## config.mk

```make
export PLATFORM = sky130hd
export DESIGN_NAME = text_line_number_escape_filter_core
export DESIGN_NICKNAME = d
export VERILOG_FILES = /design/src/rtl/tlnef_pkg.sv /design/src/rtl/text_line_number_escape_filter_core.sv /design/src/rtl/tlnef_front.sv /design/src/rtl/tlnef_queue.sv /design/src/rtl/tlnef_back.sv
export SDC_FILE = /design/constraint.sdc
export NUM_CORES = 1
export LEC_CHECK = 0
export BUFFER_PORTS_ARGS = -buffer_cell sky130_fd_sc_hd__buf_2
export CORE_MARGIN = 2
export CORE_UTILIZATION = 40
export CTS_BUF_LIST = sky130_fd_sc_hd__clkbuf_16
export DETAILED_ROUTE_END_ITERATION = 6
export GPL_TIMING_DRIVEN = 1
export PLACE_DENSITY_LB_ADDON = 0.05
export REMOVE_ABC_BUFFERS = 1
export SLEW_MARGIN = 20
export SYNTH_ARGS = -nofsm -noshare
export SYNTH_HDL_FRONTEND = slang
export SYNTH_SLANG_ARGS = --single-unit
```

## constraint.sdc

```tcl
create_clock -name clk -period 4.6 [get_ports clk]
set_input_delay 0.23 -clock clk [delete_from_list [all_inputs] [get_ports clk]]
set_output_delay 0.23 -clock clk [all_outputs]
set_load 0.03 [all_outputs]
```

## src/rtl/tlnef_pkg.sv

```systemverilog
// ----------------------------------------------------------------------------
// tlnef_pkg
// Shared types and constants of the line numbering and escape filter.
// ----------------------------------------------------------------------------
`default_nettype none

package tlnef_pkg;

  // line counter width and its hard ceiling
  localparam int LINE_W = 20;
  localparam longint unsigned LINE_MAX = 64'hFFFFF;

  // configuration port widths
  localparam int CFG_IDX_W  = 8;
  localparam int CFG_DATA_W = 8;

  // register indexes
  localparam logic [CFG_IDX_W-1:0] REG_NUMBER_NONBLANK  = CFG_IDX_W'(0);
  localparam logic [CFG_IDX_W-1:0] REG_NUMBER_ALL       = CFG_IDX_W'(1);
  localparam logic [CFG_IDX_W-1:0] REG_SQUEEZE_BLANK    = CFG_IDX_W'(2);
  localparam logic [CFG_IDX_W-1:0] REG_SHOW_ENDS        = CFG_IDX_W'(3);
  localparam logic [CFG_IDX_W-1:0] REG_SHOW_TABS        = CFG_IDX_W'(4);
  localparam logic [CFG_IDX_W-1:0] REG_SHOW_NONPRINTING = CFG_IDX_W'(5);

  // characters
  localparam logic [7:0] CH_TAB    = 8'h09;
  localparam logic [7:0] CH_NL     = 8'h0A;
  localparam logic [7:0] CH_SPACE  = 8'h20;
  localparam logic [7:0] CH_DOLLAR = 8'h24;
  localparam logic [7:0] CH_DASH   = 8'h2D;
  localparam logic [7:0] CH_ZERO   = 8'h30;
  localparam logic [7:0] CH_QMARK  = 8'h3F;
  localparam logic [7:0] CH_I      = 8'h49;
  localparam logic [7:0] CH_M      = 8'h4D;
  localparam logic [7:0] CH_CARET  = 8'h5E;
  localparam logic [7:0] CH_DEL    = 8'h7F;

  // queue between front and back
  localparam int QUEUE_DEPTH = 2;

  // feature switches
  typedef struct packed {
    logic number_nonblank;
    logic number_all;
    logic squeeze_blank;
    logic show_ends;
    logic show_tabs;
    logic show_nonprinting;
  } cfg_t;

  // one classified item: optional number prefix plus up to four tail bytes
  typedef struct packed {
    logic            has_num;
    logic [1:0]      tail_last;
    logic [3:0][7:0] tail;
  } desc_t;

endpackage

`default_nettype wire

```

## src/rtl/text_line_number_escape_filter_core.sv

```systemverilog
// ----------------------------------------------------------------------------
// text_line_number_escape_filter_core
// Line numbering, blank squeezing and caret / M- escaping of a byte stream.
// ----------------------------------------------------------------------------
// channel | direction | handshake          | payload
// in      | input     | in_valid/in_stall  | in_byte
// out     | output    | out_valid/out_stall| out_byte, last_of_run
// cfg     | input     | cfg_valid/cfg_ready| cfg_index, cfg_data
//
// The back end emits one output byte per cycle while the queue holds an item
// and out_stall is low. An item has 1 output byte for a plain byte, up to 4 for an escape,
// plus NUMBER_DIGITS + 1 when a line number is printed.
// A squeezed newline produces no transaction on the output.
// A two-entry queue sits between the classifier and the expander.
// rst is synchronous; all state is ready as soon as it drops.
// in_stall rises only when the queue is full; out_stall holds the output.
// ----------------------------------------------------------------------------
`default_nettype none

module text_line_number_escape_filter_core #(
  // digits of the printed line number, 1 to 9
  parameter int NUMBER_DIGITS = 6
) (
  input  wire logic                             clk,
  input  wire logic                             rst,
  input  wire logic                             in_valid,
  output logic                                  in_stall,
  input  wire logic [7:0]                       in_byte,
  output logic                                  out_valid,
  input  wire logic                             out_stall,
  output logic [7:0]                            out_byte,
  output logic                                  last_of_run,
  input  wire logic                             cfg_valid,
  output logic                                  cfg_ready,
  input  wire logic [tlnef_pkg::CFG_IDX_W-1:0]  cfg_index,
  input  wire logic [tlnef_pkg::CFG_DATA_W-1:0] cfg_data
);
  import tlnef_pkg::*;

  localparam int DigW = NUMBER_DIGITS * 4;
  localparam int DescW = $bits(desc_t);
  localparam int QW = DescW + DigW;

  desc_t            f_desc;
  logic [DigW-1:0]  f_digits;
  logic             f_push;
  logic             q_full;
  logic             q_pop;
  logic             q_head_valid;
  logic [QW-1:0]    q_head;
  desc_t            b_desc;
  logic [DigW-1:0]  b_digits;

  // classifier and line state
  tlnef_front #(
    .NUMBER_DIGITS(NUMBER_DIGITS)
  ) u_front (
    .clk       (clk),
    .rst       (rst),
    .in_valid  (in_valid),
    .in_stall  (in_stall),
    .in_byte   (in_byte),
    .cfg_valid (cfg_valid),
    .cfg_ready (cfg_ready),
    .cfg_index (cfg_index),
    .cfg_data  (cfg_data),
    .q_full    (q_full),
    .push      (f_push),
    .desc      (f_desc),
    .digits    (f_digits)
  );

  // item queue
  tlnef_queue #(
    .WIDTH(QW)
  ) u_queue (
    .clk        (clk),
    .rst        (rst),
    .push       (f_push),
    .push_data  ({f_digits, f_desc}),
    .full       (q_full),
    .pop        (q_pop),
    .head_valid (q_head_valid),
    .head_data  (q_head)
  );

  assign b_desc   = q_head[DescW-1:0];
  assign b_digits = q_head[QW-1:DescW];

  // expander and output register
  tlnef_back #(
    .NUMBER_DIGITS(NUMBER_DIGITS)
  ) u_back (
    .clk         (clk),
    .rst         (rst),
    .head_valid  (q_head_valid),
    .head_desc   (b_desc),
    .head_digits (b_digits),
    .pop         (q_pop),
    .out_valid   (out_valid),
    .out_stall   (out_stall),
    .out_byte    (out_byte),
    .last_of_run (last_of_run)
  );

endmodule

`default_nettype wire

```

## src/rtl/tlnef_front.sv

```systemverilog
// ----------------------------------------------------------------------------
// tlnef_front
// Accepts input bytes, tracks line state and classifies each byte.
// ----------------------------------------------------------------------------
`default_nettype none

module tlnef_front #(
  parameter int NUMBER_DIGITS = 6
) (
  input  wire logic                             clk,
  input  wire logic                             rst,
  input  wire logic                             in_valid,
  output logic                                  in_stall,
  input  wire logic [7:0]                       in_byte,
  input  wire logic                             cfg_valid,
  output logic                                  cfg_ready,
  input  wire logic [tlnef_pkg::CFG_IDX_W-1:0]  cfg_index,
  input  wire logic [tlnef_pkg::CFG_DATA_W-1:0] cfg_data,
  input  wire logic                             q_full,
  output logic                                  push,
  output tlnef_pkg::desc_t                      desc,
  output logic [NUMBER_DIGITS*4-1:0]            digits
);
  import tlnef_pkg::*;

  localparam longint unsigned LimitWide = (64'd10 ** NUMBER_DIGITS) - 64'd1;
  localparam logic [LINE_W-1:0] LineLimit =
    (LimitWide > LINE_MAX) ? LINE_W'(LINE_MAX) : LINE_W'(LimitWide);

  cfg_t              cfg;
  logic [LINE_W-1:0] line_bin;
  logic [3:0]        bcd [NUMBER_DIGITS];
  logic [3:0]        bcd_next [NUMBER_DIGITS];
  logic [1:0]        newline_run;
  logic [1:0]        newline_run_next;
  logic              at_line_start;
  logic              accept;
  logic              is_nl;
  logic              squeezed;
  logic              want_num;
  logic              carry;

  assign cfg_ready = 1'b1;
  assign in_stall  = q_full;
  assign accept    = in_valid && !q_full;
  assign is_nl     = (in_byte == CH_NL);

  // configuration writes
  always_ff @(posedge clk) begin
    if (rst) begin
      cfg <= '0;
    end else if (cfg_valid) begin
      case (cfg_index)
        REG_NUMBER_NONBLANK:  cfg.number_nonblank  <= cfg_data[0];
        REG_NUMBER_ALL:       cfg.number_all       <= cfg_data[0];
        REG_SQUEEZE_BLANK:    cfg.squeeze_blank    <= cfg_data[0];
        REG_SHOW_ENDS:        cfg.show_ends        <= cfg_data[0];
        REG_SHOW_TABS:        cfg.show_tabs        <= cfg_data[0];
        REG_SHOW_NONPRINTING: cfg.show_nonprinting <= cfg_data[0];
        default: ;
      endcase
    end
  end

  // newline run and squeeze decision
  always_comb begin
    if (is_nl) begin
      newline_run_next = (newline_run == 2'd3) ? 2'd3 : newline_run + 2'd1;
    end else begin
      newline_run_next = 2'd0;
    end
    squeezed = cfg.squeeze_blank && (newline_run_next == 2'd3);
    if (cfg.number_nonblank) begin
      want_num = at_line_start && !is_nl;
    end else begin
      want_num = at_line_start && cfg.number_all;
    end
  end

  assign push = accept && !squeezed;

  // decimal increment of the line number
  always_comb begin
    carry = 1'b1;
    for (int i = 0; i < NUMBER_DIGITS; i++) begin
      bcd_next[i] = bcd[i];
      if (carry) begin
        if (bcd[i] == 4'd9) begin
          bcd_next[i] = 4'd0;
        end else begin
          bcd_next[i] = bcd[i] + 4'd1;
          carry = 1'b0;
        end
      end
    end
  end

  // line state
  always_ff @(posedge clk) begin
    if (rst) begin
      newline_run   <= 2'd1;
      at_line_start <= 1'b1;
      line_bin      <= LINE_W'(1);
      for (int i = 0; i < NUMBER_DIGITS; i++) begin
        bcd[i] <= (i == 0) ? 4'd1 : 4'd0;
      end
    end else if (accept) begin
      newline_run   <= newline_run_next;
      at_line_start <= is_nl;
      if (!squeezed && want_num && (line_bin < LineLimit)) begin
        line_bin <= line_bin + LINE_W'(1);
        bcd      <= bcd_next;
      end
    end
  end

  // digits travel least significant first
  always_comb begin
    for (int i = 0; i < NUMBER_DIGITS; i++) begin
      digits[i*4 +: 4] = bcd[i];
    end
  end

  // classify the byte into its tail bytes
  always_comb begin
    desc         = '0;
    desc.has_num = want_num;
    if (in_byte == CH_TAB && cfg.show_tabs) begin
      desc.tail[0]   = CH_CARET;
      desc.tail[1]   = CH_I;
      desc.tail_last = 2'd1;
    end else if (is_nl && cfg.show_ends) begin
      desc.tail[0]   = CH_DOLLAR;
      desc.tail[1]   = CH_NL;
      desc.tail_last = 2'd1;
    end else if (cfg.show_nonprinting && !(in_byte == CH_TAB || is_nl ||
                 (in_byte >= CH_SPACE && in_byte < CH_DEL))) begin
      if (in_byte == CH_DEL) begin
        desc.tail[0]   = CH_CARET;
        desc.tail[1]   = CH_QMARK;
        desc.tail_last = 2'd1;
      end else if (in_byte >= 8'd160) begin
        desc.tail[0] = CH_M;
        desc.tail[1] = CH_DASH;
        if (in_byte != 8'hFF) begin
          desc.tail[2]   = in_byte - 8'd128;
          desc.tail_last = 2'd2;
        end else begin
          desc.tail[2]   = CH_CARET;
          desc.tail[3]   = CH_QMARK;
          desc.tail_last = 2'd3;
        end
      end else if (in_byte >= 8'd128) begin
        desc.tail[0]   = CH_M;
        desc.tail[1]   = CH_DASH;
        desc.tail[2]   = CH_CARET;
        desc.tail[3]   = in_byte - 8'd64;
        desc.tail_last = 2'd3;
      end else begin
        desc.tail[0]   = CH_CARET;
        desc.tail[1]   = in_byte + 8'd64;
        desc.tail_last = 2'd1;
      end
    end else begin
      desc.tail[0]   = in_byte;
      desc.tail_last = 2'd0;
    end
  end

endmodule

`default_nettype wire

```

## src/rtl/tlnef_queue.sv

```systemverilog
// ----------------------------------------------------------------------------
// tlnef_queue
// Short first-in first-out queue between the front and the back.
// ----------------------------------------------------------------------------
`default_nettype none

module tlnef_queue #(
  parameter int WIDTH = 8
) (
  input  wire logic             clk,
  input  wire logic             rst,
  input  wire logic             push,
  input  wire logic [WIDTH-1:0] push_data,
  output logic                  full,
  input  wire logic             pop,
  output logic                  head_valid,
  output logic [WIDTH-1:0]      head_data
);
  import tlnef_pkg::*;

  localparam int PtrW = (QUEUE_DEPTH > 1) ? $clog2(QUEUE_DEPTH) : 1;
  localparam int CntW = $clog2(QUEUE_DEPTH + 1);

  logic [WIDTH-1:0] mem [QUEUE_DEPTH];
  logic [PtrW-1:0]  wptr;
  logic [PtrW-1:0]  rptr;
  logic [CntW-1:0]  count;

  assign full       = (count == CntW'(QUEUE_DEPTH));
  assign head_valid = (count != '0);
  assign head_data  = mem[rptr];

  // storage
  always_ff @(posedge clk) begin
    if (push) begin
      mem[wptr] <= push_data;
    end
  end

  // pointers and fill level
  always_ff @(posedge clk) begin
    if (rst) begin
      wptr  <= '0;
      rptr  <= '0;
      count <= '0;
    end else begin
      if (push) begin
        wptr <= (wptr == PtrW'(QUEUE_DEPTH - 1)) ? '0 : wptr + PtrW'(1);
      end
      if (pop) begin
        rptr <= (rptr == PtrW'(QUEUE_DEPTH - 1)) ? '0 : rptr + PtrW'(1);
      end
      case ({push, pop})
        2'b10:   count <= count + CntW'(1);
        2'b01:   count <= count - CntW'(1);
        default: count <= count;
      endcase
    end
  end

endmodule

`default_nettype wire

```

## src/rtl/tlnef_back.sv

```systemverilog
// ----------------------------------------------------------------------------
// tlnef_back
// Expands the head item of the queue into output bytes, one per cycle while not stalled.
// ----------------------------------------------------------------------------
`default_nettype none

module tlnef_back #(
  parameter int NUMBER_DIGITS = 6
) (
  input  wire logic                       clk,
  input  wire logic                       rst,
  input  wire logic                       head_valid,
  input  tlnef_pkg::desc_t                head_desc,
  input  wire logic [NUMBER_DIGITS*4-1:0] head_digits,
  output logic                            pop,
  output logic                            out_valid,
  input  wire logic                       out_stall,
  output logic [7:0]                      out_byte,
  output logic                            last_of_run
);
  import tlnef_pkg::*;

  localparam int CntW =
    ($clog2(NUMBER_DIGITS + 1) > 2) ? $clog2(NUMBER_DIGITS + 1) : 2;

  typedef enum logic [1:0] {
    PH_NUM  = 2'b01,
    PH_TAIL = 2'b10
  } phase_t;

  phase_t          phase;
  phase_t          phase_next;
  logic [CntW-1:0] cnt;
  logic [CntW-1:0] cnt_next;
  logic            seen_nz;
  logic            seen_nz_next;
  logic            load_ok;
  logic            fire;
  logic            eff_tail;
  logic [3:0]      dig;
  logic            show_dig;
  logic [7:0]      byte_sel;
  logic            last_sel;

  assign load_ok  = !out_valid || !out_stall;
  assign fire     = head_valid && load_ok;
  assign eff_tail = (phase == PH_TAIL) || !head_desc.has_num;

  // pick the digit for the current position, most significant first
  always_comb begin
    dig = 4'd0;
    for (int i = 0; i < NUMBER_DIGITS; i++) begin
      if (cnt == CntW'(NUMBER_DIGITS - 1 - i)) begin
        dig = head_digits[i*4 +: 4];
      end
    end
    show_dig = (dig != 4'd0) || seen_nz || (cnt == CntW'(NUMBER_DIGITS - 1));
  end

  // byte selection and sequencing
  always_comb begin
    byte_sel     = 8'd0;
    last_sel     = 1'b0;
    pop          = 1'b0;
    phase_next   = phase;
    cnt_next     = cnt;
    seen_nz_next = seen_nz;
    if (!eff_tail) begin
      if (cnt == CntW'(NUMBER_DIGITS)) begin
        byte_sel   = CH_TAB;
        cnt_next   = '0;
        phase_next = PH_TAIL;
      end else begin
        byte_sel     = show_dig ? (CH_ZERO + {4'd0, dig}) : CH_SPACE;
        seen_nz_next = seen_nz || show_dig;
        cnt_next     = cnt + CntW'(1);
      end
    end else begin
      byte_sel = head_desc.tail[cnt[1:0]];
      last_sel = (cnt[1:0] == head_desc.tail_last);
      if (last_sel) begin
        pop          = fire;
        cnt_next     = '0;
        phase_next   = PH_NUM;
        seen_nz_next = 1'b0;
      end else begin
        cnt_next   = cnt + CntW'(1);
        phase_next = PH_TAIL;
      end
    end
  end

  // sequencer state
  always_ff @(posedge clk) begin
    if (rst) begin
      phase   <= PH_NUM;
      cnt     <= '0;
      seen_nz <= 1'b0;
    end else if (fire) begin
      phase   <= phase_next;
      cnt     <= cnt_next;
      seen_nz <= seen_nz_next;
    end
  end

  // output register
  always_ff @(posedge clk) begin
    if (rst) begin
      out_valid <= 1'b0;
    end else if (fire) begin
      out_valid <= 1'b1;
    end else if (!out_stall) begin
      out_valid <= 1'b0;
    end
  end

  always_ff @(posedge clk) begin
    if (fire) begin
      out_byte    <= byte_sel;
      last_of_run <= last_sel;
    end
  end

endmodule

`default_nettype wire

```

==> results.py, run 1 <==
metrics = {
    "synth": {
        "synth_top_area_cell": "sky130_fd_sc_hd__edfxtp_1",
        "synth_edf_count": 127,
        "synth.yosys.seq_area_share": 0.582,
        "postSynth.topFlopCell": "sky130_fd_sc_hd__edfxtp_1",
        "syn-instance-count": 703,
        "post_synth_main_area_contributors": "sky130_fd_sc_hd__edfxtp_1, sky130_fd_sc_hd__dfxtp_1, sky130_fd_sc_hd__mux2i_1",
        "yosysWarningCount": 0,
        "synthDistinctLibCells": 73,
        "synth-async-reset-ratio": 0,
        "synth_top_area_frac": 0.434,
        "netlist_area_mm2": 0.00880,
        "postSynthAreaPerCell_um2": 12.5,
        "ys_ff_latch": 192,
    },
    "place": {
        "place_congestion": 0.787,
        "io_buffer_count": 32,
        "detailed_place_hpwl_mm": 12.1,
    },
    "clocking": {
        "cts_max_level": 4,
        "clock_insertion_delay_worst_skew_ps": 430,
        "path_clk_slew_ps": 70,
        "cts.sink_count": 192,
        "tritoncts.num_buffers": 17,
        "clock_tree.root_cell": "sky130_fd_sc_hd__clkbuf_16",
        "number_of_post_cts_setup_repair_buffers": 0,
        "tritoncts": "built",
        "clockBufferDepth": 2,
        "cts_repair_resizes": 0,
        "postCtsHoldBufs": 0,
    },
    "worst_hold_path": {
        "hp-start": "out_stall",
        "worstHoldEndpoint": "u_back.out_valid$_SDFFE_PP0P_",
        "whs_path_depth": 3,
        "worstHoldPathType": "primary input to flop",
    },
    "timing": {
        "timing_worst_slew_pin_value_ps": 957,
        "achievable-frequency_mhz": 352,
        "final-setup-viol-count": 0,
        "final_hold_viol_count": 0,
        "rsz_0062_raised_after_global_routing": "no",
        "fin_worst_hold_slack_ps": 67.7,
        "period_minus_slack_ps": 2840,
        "skew_ps": 13.0,
        "min_period_over_period": 0.618,
        "setup_tns_ps": 0,
        "slew_headroom": 0.361,
        "timing.final.max_slew_violations": 0,
    },
    "finish": {
        "final_layout_size_suffix_gt1_frac": 0.182,
        "antenna_cells": 0,
        "multi_input_area_mm2": 0.00344,
        "layout.nets": 772,
        "fillers": 1983,
        "register_area_mm2": 0.00512,
        "fin_util": 0.452,
        "area_delta_synth_final_pct": 11.5,
    },
    "outcome": {
        "status": "completed",
    },
    "power": {
        "power.ir.vdd_worst_mv": 0.257,
        "power_switching_mw": 1.44,
        "static-leakage-power_nw": 3.24,
        "pwr-share-clk": 0.304,
        "power_frac_seq": 0.477,
        "power_report.internal_total_mw": 3.23,
        "switching_share": 0.308,
        "power.share.combinational": 0.219,
        "power.total_mw": 4.66,
        "pwr_density_cell_mw_per_mm2": 476,
    },
    "critical_path": {
        "critical_path.reg2reg.endpoint": "u_queue.count[1]$_SDFFE_PP0P_",
        "critPathLaunchType": "flop",
        "cp_slowest_stage_delay_ps": 460,
        "worst-setup-path-type": "flop to flop",
        "worst_path_max_delay_cell": "sky130_fd_sc_hd__dfxtp_2",
        "endpoint_class_of_the_critical_path": "flop",
        "r2r_cells": 7,
        "timing.critical_path.cells": "buf_4 > o221a_2 > nor3_1 > and2_1 > ha_1 > or3_1 > a21oi_1",
        "worst-endpoint-arrival_ps": 3210,
        "cp_data_required_time_ps": 4960,
        "reg2reg_slack_ps": 1760,
        "timing.critical_path.fanout_max": 19,
    },
    "route": {
        "detail_route.drc_violations": 0,
        "wirelength_mm": 17.8,
        "vias": 5443,
        "average_routed_wire_per_standard_cell_um": 17.3,
        "drt_iter0_drc": 320,
        "drt_first_pass_iters": 5,
        "final_antenna_net_count": 0,
        "route.detailed.vias_per_inst": 5.29,
    },
    "job": {
        "drv_cap": 0,
    },
    "floorplanning": {
        "core.rowCount": 54,
        "die-height_um": 152,
        "die_area_mm2": 0.0232,
        "floorplan.io_pins": 41,
        "fp.dieW_um": 152,
        "floorplan.initialDensity": 0.406,
        "core_area_mm2": 0.0217,
    },
    "global_routing": {
        "grt_max_degree": 60,
        "grt_pass1_vias": 5530,
        "grt_pass1_wl_mm": 29.8,
        "grtUsageTotal": 0.163,
        "grt_antenna_before_repair": 0,
        "grt_overflow": 0,
    },
}
[how the worst max path moves through the flow]
stage,startpoint,endpoint,slack [ps],cells past startpoint
floorplan,u_queue.count[0]$_SDFFE_PP0P_,u_queue.mem[0][0]$_DFFE_PP_,650,5
global placement,flop,u_back.out_byte[4]$_DFFE_PP_,1740,7
detailed placement,flop,u_back.out_byte[4]$_DFFE_PP_,1720,7
CTS,flop,u_back.out_byte[4]$_DFFE_PP_,1710,7
global route,flop,u_back.out_byte[4]$_DFFE_PP_,1520,7
finish,flop,u_queue.count[1]$_SDFFE_PP0P_,1760,7
[layout by cell type, fill, tap and decap left out, drive strengths merged, types with 3 or more instances in the layout]
cell,instances
conb,7
nor4b,8
nor2,79
nor3b,3
buf,41
o211a,3
o221ai,5
xor2,3
xnor2,30
o31ai,4
nand4,9
edfxtp,127
nand2,49
nor3,22
inv,33
o21bai,3
dfxtp,65
nand3,13
nand2b,10
o21ai,17
a22oi,4
and3,3
clkinv,4
a21oi,27
nand3b,11
nor4,18
mux4,16
a31oi,8
mux2i,46
ha,7
or3,5
nor2b,11
clkbuf,17
and2,3
[registers in the layout, summed over array words and instances (netlist names), named ones only]
register,count
u_queue.mem,118
u_front.digits,24
u_front.line_bin,20
u_back.out_byte,8
u_front.cfg,6
u_back.cnt,3
u_back.phase,2
u_front.newline_run,2
u_queue.count,2
u_back.last_of_run,1
u_back.out_valid,1
u_back.seen_nz,1
u_front.at_line_start,1
u_queue.rptr,1
u_queue.wptr,1
[layout make-up]
type,count,share of cell area
clock inverter,15,0.0145
clock buffer,17,0.0434
sequential,192,0.522
tap,280,0.0357
inverter,24,0.00919
multi-input combinational,460,0.351
timing repair buffer,41,0.0245
[synth_stat cells (6+ instances only)]
cell type	instances
sky130_fd_sc_hd__mux2i_1	46
sky130_fd_sc_hd__nor2_1	79
sky130_fd_sc_hd__nand3b_1	11
sky130_fd_sc_hd__nor4_2	10
sky130_fd_sc_hd__nor4b_2	6
sky130_fd_sc_hd__mux4_2	16
sky130_fd_sc_hd__ha_1	7
sky130_fd_sc_hd__dfxtp_1	65
sky130_fd_sc_hd__edfxtp_1	127
sky130_fd_sc_hd__nand4_1	9
sky130_fd_sc_hd__a31oi_1	8
sky130_fd_sc_hd__nor2b_1	11
sky130_fd_sc_hd__o21ai_0	13
sky130_fd_sc_hd__nand2_1	49
sky130_fd_sc_hd__nand3_1	13
sky130_fd_sc_hd__nand2b_1	10
sky130_fd_sc_hd__nor4_1	6
sky130_fd_sc_hd__a21oi_1	26
sky130_fd_sc_hd__nor3_2	11
sky130_fd_sc_hd__clkbuf_1	19
sky130_fd_sc_hd__xnor2_1	30
sky130_fd_sc_hd__inv_1	22
sky130_fd_sc_hd__nor3_1	9
[critical path, delay by kind of cell, from the launching register on]
family                     cells  cell delay, ps
and+or+nand+nor                3            1170
AOI/OAI and AO/OA              2             480
DFF                            1             460
adders and majority gates      1             330
buffers and inverters          1             310
[cell families (layout without fill, tap and decap cells)]
group,after synthesis,in the layout,share of synthesized area
AOI/OAI and AO/OA,95,95,0.0762
adders and majority gates,7,7,0.00996
xor gates and xnor gates,33,33,0.0329
muxes,64,64,0.0959
DFF,192,192,0.582
other,2,7,0.000854
and+or+nand+nor,254,254,0.171
buffers and inverters,56,97,0.0313
[power by group through the flow]
stage | clock network [mW] | logic, mW | registers (mW)
6_report | 1.42 | 1.02 | 2.23
3_3_place_gp | 0 | 1.03 | 2.26
4_1_cts | 1.47 | 1.04 | 2.23
3_5_place_dp | 0 | 1.04 | 2.27
2_1_floorplan | 0 | 0.583 | 2.39
5_1_grt | 1.54 | 1.13 | 2.25
[per-layer routing]
layer / wire length (um) / part of all wire / GRT usage
met2: 8440 / 0.47 / 0.257
met4: 234 / 0.013 / 0.0530
met1: 8690 / 0.49 / 0.230
met3: 476 / 0.027 / 0.0301
met5: 0 / 0 / 0
[per-stage QoR]
| step | instance area [um^2] | instances | worst slack (ps) |
|---|---|---|---|
| after floorplan | 8630 | 676 | 653 |
| after global placement | 9240 | 997 | 1740 |
| after detailed placement | 9240 | 997 | 1720 |
| after CTS | 9810 | 1029 | 1710 |
| after global routing | 9810 | 1029 | 1520 |
| final | 9810 | 1029 | 1760 |
Note: power is estimated with default switching activity, not from simulation.
==> run 2, diff against run 1 <==
ABC_AREA = 1   (was default)
clock period = 2.3 ns   (was 4.6 ns; I/O delays follow)
==> results.py, run 2 <==
metrics = {
    "outcome": {
        "status": "completed",
    },
    "critical_path": {
        "cp_slowest_stage_delay_ps": 350,
        "crit-reg2reg-launch": "u_front.line_bin[0]$_SDFFE_PP1P_",
        "critical_path.most_common_cell": "sky130_fd_sc_hd__nand3_1",
        "critPathBufInv": 2,
        "endpoint_class_of_the_critical_path": "flop",
        "cp_data_required_time_ps": 2620,
        "timing.critical_path.fanout_max": 20,
        "critPathTopFamily": "simple AND/OR/NAND/NOR gates",
        "worst-endpoint-arrival_ps": 2390,
        "timing.critical_path.cells": "ha_1 > nand2_1 > nor2_1 > nand3_1 > nand3_1 > nor3_2 > inv_1 > buf_4 > o21ai_0 > a21oi_1",
        "worst_path_max_delay_cell": "sky130_fd_sc_hd__dfxtp_1",
        "critical_path.reg2reg.endpoint": "u_front.line_bin[2]$_SDFFE_PP0P_",
        "r2r_cells": 10,
        "critPathLaunchType": "flop",
        "worst-setup-path-type": "flop to flop",
        "reg2reg_slack_ps": 230,
    },
    "power": {
        "power.ir.vdd_worst_mv": 0.648,
        "power_report.internal_total_mw": 6.49,
        "static-leakage-power_nw": 3.84,
        "switching_share": 0.321,
        "power_switching_mw": 3.07,
        "pwr-share-clk": 0.322,
        "pwr_density_cell_mw_per_mm2": 934,
        "power.share.combinational": 0.236,
        "power_frac_seq": 0.442,
    },
    "synth": {
        "synth_top_area_frac": 0.432,
        "post_synth_main_area_contributors": "sky130_fd_sc_hd__edfxtp_1, sky130_fd_sc_hd__dfxtp_1, sky130_fd_sc_hd__nand2_1",
        "synthTopCellsByCount": "sky130_fd_sc_hd__nand2_1, sky130_fd_sc_hd__edfxtp_1, sky130_fd_sc_hd__nor2_1, sky130_fd_sc_hd__a21oi_1, sky130_fd_sc_hd__inv_1",
        "synth_edf_count": 127,
        "synth_top_area_cell": "sky130_fd_sc_hd__edfxtp_1",
        "postSynth.topFlopCell": "sky130_fd_sc_hd__edfxtp_1",
        "yosysWarningCount": 0,
        "ys_ff_latch": 192,
        "synth-async-reset-ratio": 0,
        "netlist_area_mm2": 0.00883,
        "most_common_cell_in_the_netlist": "sky130_fd_sc_hd__nand2_1",
        "synthDistinctLibCells": 46,
        "postSynthAreaPerCell_um2": 9.20,
        "syn-instance-count": 960,
        "synth.yosys.seq_area_share": 0.579,
    },
    "finish": {
        "area_delta_synth_final_pct": 16.0,
        "layout_common_cells": "sky130_fd_sc_hd__nand2_1, sky130_fd_sc_hd__edfxtp_1, sky130_fd_sc_hd__a21oi_1",
        "largest_reg_flops": 118,
        "post-route-cell-area_mm2": 0.0102,
        "antenna_cells": 0,
        "layout.nets": 1058,
        "fin_util": 0.470,
        "layout_commonest_cell": "sky130_fd_sc_hd__nand2_1",
        "fillers": 2121,
        "registers.top_by_ff_count": "u_queue.mem",
        "final_layout_size_suffix_gt1_frac": 0.125,
    },
    "global_routing": {
        "grt_antenna_before_repair": 0,
        "grt_pass1_vias": 6608,
        "grt_pass1_wl_mm": 34.1,
        "grtUsageTotal": 0.184,
        "grt_max_degree": 52,
        "grt_overflow": 0,
    },
    "job": {
        "drv_cap": 0,
    },
    "floorplanning": {
        "floorplan.io_pins": 41,
        "die-height_um": 153,
        "floorplan.initialDensity": 0.406,
        "fp.dieW_um": 153,
        "core_area_mm2": 0.0218,
        "core.rowCount": 54,
        "die_area_mm2": 0.0233,
    },
    "timing": {
        "final-setup-viol-count": 0,
        "rsz_0062_raised_after_global_routing": "no",
        "achievable-frequency_mhz": 483,
        "final.setup.worst_slack_ps": 229,
        "slew_headroom": 0.461,
        "timing_worst_slew_pin_value_ps": 807,
        "setup_tns_ps": 0,
        "timing.final.max_slew_violations": 0,
        "period_minus_slack_ps": 2070,
        "min_period_over_period": 0.900,
        "skew_ps": 10.5,
        "final_hold_viol_count": 0,
    },
    "route": {
        "wirelength_mm": 20.6,
        "drt_first_pass_iters": 5,
        "drt_iter0_drc": 421,
        "detail_route.drc_violations": 0,
        "average_routed_wire_per_standard_cell_um": 15.7,
        "route.detailed.vias_per_inst": 5.07,
        "final_antenna_net_count": 0,
        "vias": 6661,
    },
    "clocking": {
        "clock_tree.root_cell": "sky130_fd_sc_hd__clkbuf_16",
        "cts.sink_count": 192,
        "clock_insertion_delay_worst_skew_ps": 430,
        "clockBufferDepth": 2,
        "tritoncts.num_buffers": 17,
        "path_clk_slew_ps": 80,
        "cts_max_level": 4,
        "tritoncts": "built",
    },
    "worst_hold_path": {
        "worstHoldPathType": "primary input to flop",
        "whs_path_depth": 3,
        "hp-start": "in_byte[6]",
        "worstHoldEndpoint": "u_queue.mem[0][6]$_DFFE_PP_",
    },
    "place": {
        "place_congestion": 0.812,
        "post_detailed_placement_cell_area_mm2": 0.00955,
        "io_buffer_count": 32,
        "detailed_place_hpwl_mm": 14.3,
        "placement.setup.worst_slack_ps": 162,
    },
}
## run 2: worst min-delay path, stage by stage
cell and delay [ps]:
sky130_fd_sc_hd__buf_2 100, sky130_fd_sc_hd__inv_2 40, sky130_fd_sc_hd__nand2_1 90
## run 2: metal layers
| metal | up-vias | global-route usage | wire [um] |
|---|---|---|---|
| met5 | - | 0 | 0 |
| met4 | 0 | 0.0520 | 276 |
| met3 | 22 | 0.0330 | 789 |
| met2 | 110 | 0.308 | 9750 |
| met1 | 3098 | 0.247 | 9810 |
| li1 | 3431 | - | - |
## run 2: cells by family (layout without fill, tap and decap cells)
family | count (synthesis) | count (layout) | synth area share
DFF | 192 | 192 | 0.579
adders and majority gates | 7 | 7 | 0.00992
AOI/OAI and AO/OA | 190 | 190 | 0.119
xor gates and xnor gates | 27 | 27 | 0.0268
buffers and inverters | 120 | 190 | 0.0580
other | 2 | 7 | 0.000851
and+or+nand+nor | 422 | 422 | 0.206
## run 2: area by class of cell
class                      count  area (um^2)  area share
inverter                      83          314      0.0307
tap                          280          350      0.0342
sequential                   192         5120       0.500
multi-input combinational    653         3250       0.317
clock buffer                  17          425      0.0416
clock inverter                15          196      0.0192
timing repair buffer          75          584      0.0571
## run 2: worst max-delay path by stage
stage                                       endpoint  cells past startpoint                        startpoint  slack (ps)
floorplan                u_queue.mem[1][0]$_DFFE_PP_                      4     u_queue.count[0]$_SDFFE_PP0P_       -1610
global placement        u_back.out_byte[4]$_DFFE_PP_                     13        u_back.cnt[1]$_SDFFE_PP0P_         140
detailed placement      u_back.out_byte[4]$_DFFE_PP_                     13        u_back.cnt[1]$_SDFFE_PP0P_         160
CTS                     u_back.out_byte[4]$_DFFE_PP_                     13        u_back.cnt[1]$_SDFFE_PP0P_         150
global route         u_front.digits[17]$_SDFFE_PP0P_                      9  u_front.line_bin[0]$_SDFFE_PP1P_           4
finish              u_front.line_bin[2]$_SDFFE_PP0P_                     10  u_front.line_bin[0]$_SDFFE_PP1P_         230
## run 2: stage by stage
step	cells	hold slack, ps	total power [mW]
finish	1315	31.5	9.56
global route	1315	41.8	10.1
CTS	1314	5.04	9.63
detailed placement	1278	438	6.54
global placement	1278	438	6.54
floorplan	928	184	5.63
## run 2: power groups by stage
stage	Sequential [mW]	Clock (mW)	Combinational (mW)
CTS	4.22	3.15	2.25
global placement	4.29	0	2.25
floorplan	4.54	0	1.09
detailed placement	4.30	0	2.24
finish	4.23	3.08	2.25
global route	4.26	3.29	2.52
## run 2: repair_timing
action,in CTS,in global routing
endpoints found under the setup margin,0,3
gates resized for setup,0,9
hold buffers,4,0
hold endpoints to repair,2,0
buffers inserted,0,1
==> run 3, diff against run 2 <==
ABC_AREA = default   (was 1)
CORE_MARGIN = default   (was 2)
==> results.py, run 3 (same netlist as run 1, synthesis figures left out) <==
metrics = {
    "timing": {
        "period_minus_slack_ps": 2220,
        "final.setup.worst_slack_ps": 82.6,
        "skew_ps": 9.41,
        "final_hold_viol_count": 0,
        "achievable-frequency_mhz": 451,
        "min_period_over_period": 0.964,
        "slew_headroom": 0.614,
        "rsz_0062_raised_after_global_routing": "yes",
        "timing_worst_slew_pin_value_ps": 570,
        "fin_worst_hold_slack_ps": 9.62,
        "timing.final.max_slew_violations": 0,
        "final-setup-viol-count": 0,
    },
    "floorplanning": {
        "floorplan.initialDensity": 0.413,
        "die_area_mm2": 0.0226,
        "floorplan.io_pins": 41,
        "fp.dieW_um": 150,
        "core_area_mm2": 0.0213,
        "die-height_um": 150,
        "core.rowCount": 53,
    },
    "outcome": {
        "status": "completed",
    },
    "clocking": {
        "clock_insertion_delay_worst_skew_ps": 430,
        "cts_max_level": 4,
        "tritoncts.num_buffers": 17,
        "tritoncts": "built",
        "path_clk_slew_ps": 70,
        "clockBufferDepth": 2,
        "clock_tree.root_cell": "sky130_fd_sc_hd__clkbuf_16",
        "cts.sink_count": 192,
    },
    "global_routing": {
        "grt_pass1_wl_mm": 30.3,
        "grt_overflow": 0,
        "grt_antenna_before_repair": 0,
        "grt_pass1_vias": 5752,
        "grtUsageTotal": 0.179,
        "grt_max_degree": 39,
    },
    "power": {
        "power.total_mw": 9.67,
        "static-leakage-power_nw": 3.66,
        "power.ir.vdd_worst_mv": 0.540,
        "pwr_density_cell_mw_per_mm2": 919,
    },
    "finish": {
        "largest_reg_flops": 118,
        "antenna_cells": 0,
        "fin_util": 0.495,
        "final_layout_size_suffix_gt1_frac": 0.276,
        "area_delta_synth_final_pct": 19.7,
        "registers.top_by_ff_count": "u_queue.mem",
        "layout_common_cells": "sky130_fd_sc_hd__edfxtp_1, sky130_fd_sc_hd__nor2_1, sky130_fd_sc_hd__buf_4",
        "layout.nets": 853,
        "layout_commonest_cell": "sky130_fd_sc_hd__edfxtp_1",
    },
    "critical_path": {
        "reg2reg_slack_ps": 80,
        "cp_data_required_time_ps": 2480,
        "critPathLaunchType": "flop",
        "worst-endpoint-arrival_ps": 2390,
        "endpoint_class_of_the_critical_path": "flop",
        "worst-setup-path-type": "flop to flop",
        "timing.critical_path.fanout_max": 13,
    },
    "route": {
        "average_routed_wire_per_standard_cell_um": 17.2,
        "drt_first_pass_iters": 4,
        "final_antenna_net_count": 0,
        "route.detailed.vias_per_inst": 5.23,
        "drt_iter0_drc": 290,
        "detail_route.drc_violations": 0,
        "wirelength_mm": 19.1,
        "vias": 5777,
    },
    "place": {
        "place_congestion": 0.811,
        "placement.setup.worst_slack_ps": -40.6,
        "io_buffer_count": 32,
        "detailed_place_hpwl_mm": 13.1,
    },
    "worst_hold_path": {
        "worstHoldPathType": "primary input to flop",
    },
    "job": {
        "drv_cap": 0,
    },
}
run 3: critical path, cell delays in order (launching register included):
cell and delay [ps]:
sky130_fd_sc_hd__dfxtp_4 400, sky130_fd_sc_hd__buf_12 160, sky130_fd_sc_hd__mux2i_2 220, sky130_fd_sc_hd__o221ai_1 180, sky130_fd_sc_hd__a221o_1 400, sky130_fd_sc_hd__a21o_1 190, sky130_fd_sc_hd__o31ai_2 290, sky130_fd_sc_hd__o21ai_1 110
run 3: layer usage:
metal / global-route usage / up-vias / share of wire
met4: 0.0515 / 0 / 0.0091
li1: - / 2840 / -
met5: 0 / - / 0
met3: 0.0376 / 14 / 0.034
met1: 0.246 / 2848 / 0.48
met2: 0.283 / 75 / 0.47
run 3: what timing repair did:
action	4_1_cts	5_1_grt
hold buffers	2	0
setup buffers	0	9
gates cloned	0	2
resized for setup	2	18
setup endpoints to repair	2	56
hold endpoints to repair	2	0
pin swaps	1	6
run 3: path summary, 6_finish.rpt:
check,start,to,cells past startpoint
worst min-delay path,cfg_data[0],u_front.cfg[0]$_SDFFE_PP0P_,3
worst max-delay path,flop,u_back.out_byte[4]$_DFFE_PP_,7
worst max register to register,flop,u_back.out_byte[4]$_DFFE_PP_,7
worst min register to register,u_front.line_bin[19]$_SDFFE_PP0P_,u_front.line_bin[19]$_SDFFE_PP0P_,2
run 3: cell type report:
cell class,count,area (um^2)
Timing Repair Buffer,120,921
Inverter,24,90.1
Fill cell,1892,10800
Tap cell,275,344
Multi-Input combinational cell,462,3520
Sequential cell,192,5120
Clock inverter,15,109
Clock buffer,17,425
run 3: report_power, final:
part | switching [mW] | internal, mW | total (mW)
Sequential | 0.165 | 4.26 | 4.43
Combinational | 1.43 | 1.09 | 2.52
Clock | 1.33 | 1.40 | 2.72
run 3: metrics by stage:
stage / setup TNS, ps / cell area [um^2] / cells
floorplan: -161140 / 8630 / 676
global placement: -5.52 / 9800 / 1060
detailed placement: -67.4 / 9800 / 1060
CTS: -13.1 / 10400 / 1094
global route: -66.0 / 10500 / 1105
finish: 0 / 10500 / 1105
